### config.mk
export PLATFORM = sky130hd
export DESIGN_NAME = nps_ctrl
export DESIGN_NICKNAME = d
export VERILOG_FILES = /design/src/rtl/core/nps_pkg.sv /design/src/rtl/core/nps_ctrl.sv
export SDC_FILE = /design/constraint.sdc
export NUM_CORES = 1
export LEC_CHECK = 0
export BUFFER_PORTS_ARGS = -buffer_cell sky130_fd_sc_hd__buf_2
export CAP_MARGIN = 0
export CORE_ASPECT_RATIO = 1.2
export CORE_MARGIN = 2
export CORE_UTILIZATION = 49
export DETAILED_ROUTE_END_ITERATION = 10
export PLACE_DENSITY = 0.79
export SYNTH_ARGS = -nofsm -noshare
export SYNTH_HDL_FRONTEND = slang
export SYNTH_SLANG_ARGS = --single-unit
### constraint.sdc
create_clock -name clk -period 2.5 [get_ports clk]
set_input_delay 0.25 -clock clk [delete_from_list [all_inputs] [get_ports clk]]
set_output_delay 0.25 -clock clk [all_outputs]
set_load 0.05 [all_outputs]
### src/rtl/core/nps_pkg.sv
// nps_pkg: shared types and constants for the nearest point search block.
// Word formats of both channels, controller/datapath command and status groups.
// No dependencies.
package nps_pkg;

  localparam int NPS_MAX_POINTS = 1024;

  localparam int COORD_W    = 16;
  localparam int IDX_W      = 10;
  localparam int COUNT_W    = 11;
  localparam int DIST_W     = 34;
  localparam int ABS_W      = 16;
  localparam int SQ_W       = 32;
  localparam int CFG_IDX_W  = 1;
  localparam int CFG_DATA_W = 34;

  localparam logic [DIST_W-1:0] MAX_DIST_RESET = 34'd256000000;

  // register indexes
  localparam logic [CFG_IDX_W-1:0] REG_POINT_COUNT = 1'd0;
  localparam logic [CFG_IDX_W-1:0] REG_MAX_DIST_SQ = 1'd1;

  // request codes
  localparam logic REQ_LOAD  = 1'b0;
  localparam logic REQ_QUERY = 1'b1;

  typedef struct packed {
    logic                      req_type;
    logic [IDX_W-1:0]          entry_index;
    logic signed [COORD_W-1:0] coord_x;
    logic signed [COORD_W-1:0] coord_y;
    logic signed [COORD_W-1:0] coord_z;
  } in_word_t;

  typedef struct packed {
    logic [IDX_W-1:0]          nearest_index;
    logic signed [COORD_W-1:0] nearest_x;
    logic signed [COORD_W-1:0] nearest_y;
    logic signed [COORD_W-1:0] nearest_z;
    logic                      in_range;
    logic                      table_empty;
  } out_word_t;

  // controller -> datapath
  typedef struct packed {
    logic load_wr;    // write input point into table
    logic q_start;    // latch query position, reset running minimum
    logic issue;      // read one table entry into the pipe
    logic out_load;   // capture result into output register
    logic out_empty;  // result is the empty-table word
  } nps_cmd_t;

  // datapath -> controller
  typedef struct packed {
    logic pipe_busy;  // some entry still in flight toward the compare
  } nps_status_t;

endpackage

### src/rtl/core/nps_ctrl.sv
// nps_ctrl: sequencer for the nearest point search block.
// Handshakes, scan counter, result valid. Depends on nps_pkg.
module nps_ctrl #(
  parameter int MAX_POINTS = nps_pkg::NPS_MAX_POINTS
) (
  input  logic                            clk,
  input  logic                            rst_n,
  input  logic                            in_valid,
  output logic                            in_stall,
  input  logic                            in_req_type,
  input  logic [nps_pkg::COUNT_W-1:0]     point_count,
  output logic                            out_valid,
  input  logic                            out_stall,
  output nps_pkg::nps_cmd_t               cmd,
  output logic [((MAX_POINTS > 1) ? $clog2(MAX_POINTS) : 1)-1:0] rd_addr,
  input  nps_pkg::nps_status_t            status
);
  import nps_pkg::*;

  localparam int AW = (MAX_POINTS > 1) ? $clog2(MAX_POINTS) : 1;
  localparam int CW = $clog2(MAX_POINTS + 1);

  localparam logic [1:0] ST_IDLE   = 2'd0;
  localparam logic [1:0] ST_SCAN   = 2'd1;
  localparam logic [1:0] ST_DRAIN  = 2'd2;
  localparam logic [1:0] ST_FINISH = 2'd3;

  logic [1:0]    state_r, state_nxt;
  logic [CW-1:0] cnt_r, cnt_nxt;
  logic [CW-1:0] n_r, n_nxt;
  logic          empty_r, empty_nxt;
  logic          out_valid_r, out_valid_nxt;
  logic [CW-1:0] n_sat;
  logic          in_acc;

  // scan length, saturated at table depth
  always_comb begin
    if (32'(point_count) > 32'(MAX_POINTS)) begin
      n_sat = CW'(MAX_POINTS);
    end else begin
      n_sat = CW'(point_count);
    end
  end

  assign in_stall  = (state_r != ST_IDLE);
  assign in_acc    = in_valid && !in_stall;
  assign out_valid = out_valid_r;
  assign rd_addr   = cnt_r[AW-1:0];

  always_comb begin
    state_nxt     = state_r;
    cnt_nxt       = cnt_r;
    n_nxt         = n_r;
    empty_nxt     = empty_r;
    out_valid_nxt = out_valid_r;
    cmd           = '0;

    if (out_valid_r && !out_stall) begin
      out_valid_nxt = 1'b0;
    end

    case (state_r)
      ST_IDLE: begin
        if (in_acc) begin
          if (in_req_type == REQ_LOAD) begin
            cmd.load_wr = 1'b1;
          end else begin
            cmd.q_start = 1'b1;
            n_nxt       = n_sat;
            cnt_nxt     = '0;
            empty_nxt   = (n_sat == '0);
            state_nxt   = (n_sat == '0) ? ST_FINISH : ST_SCAN;
          end
        end
      end
      ST_SCAN: begin
        cmd.issue = 1'b1;
        if (cnt_r == n_r - CW'(1)) begin
          state_nxt = ST_DRAIN;
        end else begin
          cnt_nxt = cnt_r + CW'(1);
        end
      end
      ST_DRAIN: begin
        if (!status.pipe_busy) begin
          state_nxt = ST_FINISH;
        end
      end
      ST_FINISH: begin
        // wait for the output register to be free
        if (!out_valid_r || !out_stall) begin
          cmd.out_load   = 1'b1;
          cmd.out_empty  = empty_r;
          out_valid_nxt  = 1'b1;
          state_nxt      = ST_IDLE;
        end
      end
      default: begin
        state_nxt = ST_IDLE;
      end
    endcase
  end

  always_ff @(posedge clk) begin
    if (!rst_n) begin
      state_r     <= ST_IDLE;
      cnt_r       <= '0;
      n_r         <= '0;
      empty_r     <= 1'b0;
      out_valid_r <= 1'b0;
    end else begin
      state_r     <= state_nxt;
      cnt_r       <= cnt_nxt;
      n_r         <= n_nxt;
      empty_r     <= empty_nxt;
      out_valid_r <= out_valid_nxt;
    end
  end

endmodule

==> results.json <==
{
  "postLayoutCoreUtil_pct": 57.1,
  "final_antenna_net_count": 0,
  "holdPathEnd": "n_r[4]",
  "cp_max_fo": 15,
  "fin_setup_tns_ns": 0,
  "cts_buffers": 3,
  "critPathLaunchType": "register",
  "cp.required_ns": 2.67,
  "cts_root_buf": "clkbuf_8",
  "totalWireLength_um": 3740,
  "setup_ws_ns": 0.183,
  "synth_top_family_by_area": "simple AND/OR/NAND/NOR gates",
  "drt_pre_antenna_iters": 4,
  "synth_top_area_cell": "dfxtp_1",
  "synthCells": 212,
  "htreeDepth": 1,
  "async_flop_share_pct": 0,
  "synth-main-ff-cell": "dfxtp_1",
  "synth-compound-area-share_pct": 20.4,
  "hpwl_um": 2810,
  "port_buffers": 33,
  "drv_cap": 0,
  "netlist_area_um2": 1690,
  "routabilityCongestion": 0.876,
  "r2r_cells": 9,
  "grt_max_degree": 23,
  "clkLatencyLatePin_ns": 0.27,
  "grt_pass1_vias": 1473,
  "initial_core_util_pct": 50.9,
  "hold_violations": 0,
  "diodes": 0,
  "dieWidth_um": 57.5,
  "pre_cts_ws_ns": 0.183,
  "setup_violations": 0,
  "hold_class": "input port to register",
  "ys.warnings.count": 0,
  "overflow": 0,
  "avgRoutedWirePerCell_um": 13.6,
  "ys_seq_area_share_pct": 30.9,
  "io_pins": 34,
  "remaining_drc_errors": 0,
  "relSlewSlack_pct": 68.0,
  "drt_iter0_drc": 37,
  "synth_top_area_share_pct": 30.9,
  "dp_cells": 271,
  "yosys.area_share.adder_pct": 4.45,
  "viasPerCell": 5.69,
  "endpoint_kind": "register",
  "clk_path_buf_depth": 2,
  "p_per_area_nw_per_um2": 669,
  "outcome": "complete, no violations",
  "dieArea_um2": 3930,
  "grt_use_total_pct": 20.7,
  "synth.area.top_cells": "dfxtp_1 (31%), a21oi_1 (5.6%), xnor2_1 (5.2%)",
  "synth-simple-area-share_pct": 26.9,
  "min_period_over_period_pct": 92.7,
  "worst_slew_pin_slew_ns": 0.476,
  "cts_tree": "done",
  "cts.sinks": 26,
  "p_leak_nw": 0.790,
  "fin_crit_ns": 2.32,
  "die_height_um": 68.2,
  "rsz0062_at_grt": "no",
  "drive_gt1_share_pct": 21.4,
  "peakVddDrop_mv": 0.529,
  "slew_viol_final": 0,
  "crit_arrival_ns": 2.49,
  "clk_pin_slew_ns": 0.09,
  "muxShareOfSynthArea_pct": 0.594,
  "r2r-end": "cnt_r[0]",
  "post_cts_buffers": 0,
  "syn_area_per_cell_um2": 7.95,
  "grt_pass1_wl_um": 6330,
  "reg2reg_from": "n_r[0]",
  "ys_ff_latch": 26,
  "ys_types": 46,
  "cp-startpoint": "n_r[0]",
  "syn_nets": 235,
  "path_class": "register to register",
  "syn2layout_area_growth_pct": 12.0,
  "whs_path_depth": 3,
  "num_rows": 23,
  "clock_skew_ns": 0.00309,
  "stdcell_count": 275,
  "synth_xor_area_share_pct": 7.80,
  "fill_cells": 310,
  "max_clock_freq_mhz": 432,
  "core_area_um2": 3310,
  "layout.nets": 262,
  "vias": 1564,
  "hp-start": "point_count[4]",
  "r2r_slack_ns": 0.18,
  "antenna_found_initial": 0,
  "synth-edff-count": 0
}
==> per-layer routing <==
layer / GRT usage (%) / share of wire, % / vias up
met5: 0 / 0 / -
li1: - / - / 799
met2: 39.1 / 51 / 41
met1: 24.0 / 43 / 719
met4: 6.10 / 1.2 / 0
met3: 2.84 / 3.9 / 5
==> per-stage QoR <==
stage | cell area [um^2] | power, mW | hold WS, ns
global placement | 1830 | 0.986 | 0.447
CTS | 1890 | 1.27 | 0.224
finish | 1890 | 1.26 | 0.228
floorplan | 1690 | 0.888 | 0.389
global route | 1890 | 1.34 | 0.241
detailed placement | 1830 | 0.992 | 0.451
==> worst max path at each step <==
stage	endpoint	slack, ns
after global placement	cnt_r[0]	0.26
after CTS	cnt_r[0]	0.12
after detailed placement	cnt_r[0]	0.18
final	cnt_r[0]	0.18
after global routing	cnt_r[0]	0.03
after floorplan	cnt_r[0]	0.19
==> sequential cells by signal, summed over array words and instances (netlist names) <==
name,cells
empty_r,1
cnt_r,11
out_valid,1
n_r,11
state_r,2
==> Yosys cell counts, types with 3 or more instances <==
cell / count
nor2_1: 20
o21ai_0: 9
nor4_1: 3
ha_1: 6
nand2_1: 13
buf_4: 10
nand3_1: 12
xnor2_1: 10
clkbuf_1: 5
xor2_1: 5
a22oi_1: 4
inv_1: 10
nor3_1: 4
dfxtp_1: 26
nor3b_1: 8
a21oi_1: 19
or3_1: 8
nand4_1: 6
==> logic make-up (layout without fill, tap and decap cells) <==
logic type / after synthesis / count (layout)
flip-flops: 26 / 26
AO/OA/AOI/OAI: 53 / 53
multiplexers: 1 / 1
adder cells (fa/ha/maj): 6 / 6
XOR/XNOR: 15 / 15
buffers and inverters: 28 / 54
AND/OR/NAND/NOR: 83 / 83
==> cell type report <==
type                    instances  area (um^2)  share of cell area (%)
multi-input cells             158         1010                    53.7
flip-flops and latches         26          522                    27.6
repair buffers                 39          210                    11.1
clock buffers                   4         55.1                    2.92
well taps                      37         46.3                    2.45
inverters                      11         41.3                    2.19
==> power by group <==
part           internal [mW]  switching (mW)  total [mW]  leakage [nW]
sequential             0.443          0.0371       0.480         0.211
combinational          0.178           0.332       0.510         0.551
clock                  0.141           0.133       0.274        0.0288
==> cells in the final DEF, fill, tap and decap left out, types with 6 or more instances in the layout <==
cell type   n
nor2_1     20
ha_1        6
a21oi_1    19
nand4_1     6
or3_1       8
buf_2      33
dfxtp_1    25
nand2_1    13
xnor2_1    10
buf_4       6
o21ai_0     9
nand3_1    12
nor3b_1     8
inv_1      10
==> critical path, stage by stage, from the launching register on <==
cell       delay (ns)
dfxtp_1          0.32
buf_4            0.16
nor2_1           0.30
nand3_1          0.15
a2111oi_2        0.38
nand4_1          0.26
o21ai_2          0.20
buf_4            0.20
nor4_1           0.06
a31o_1           0.20
==> what timing repair did <==
action	CTS	global route
hold buffers	0	0
setup endpoints to repair	0	3
endpoints found under the hold margin	0	0
resized for setup	0	1
(Power assumes the default switching activity.)
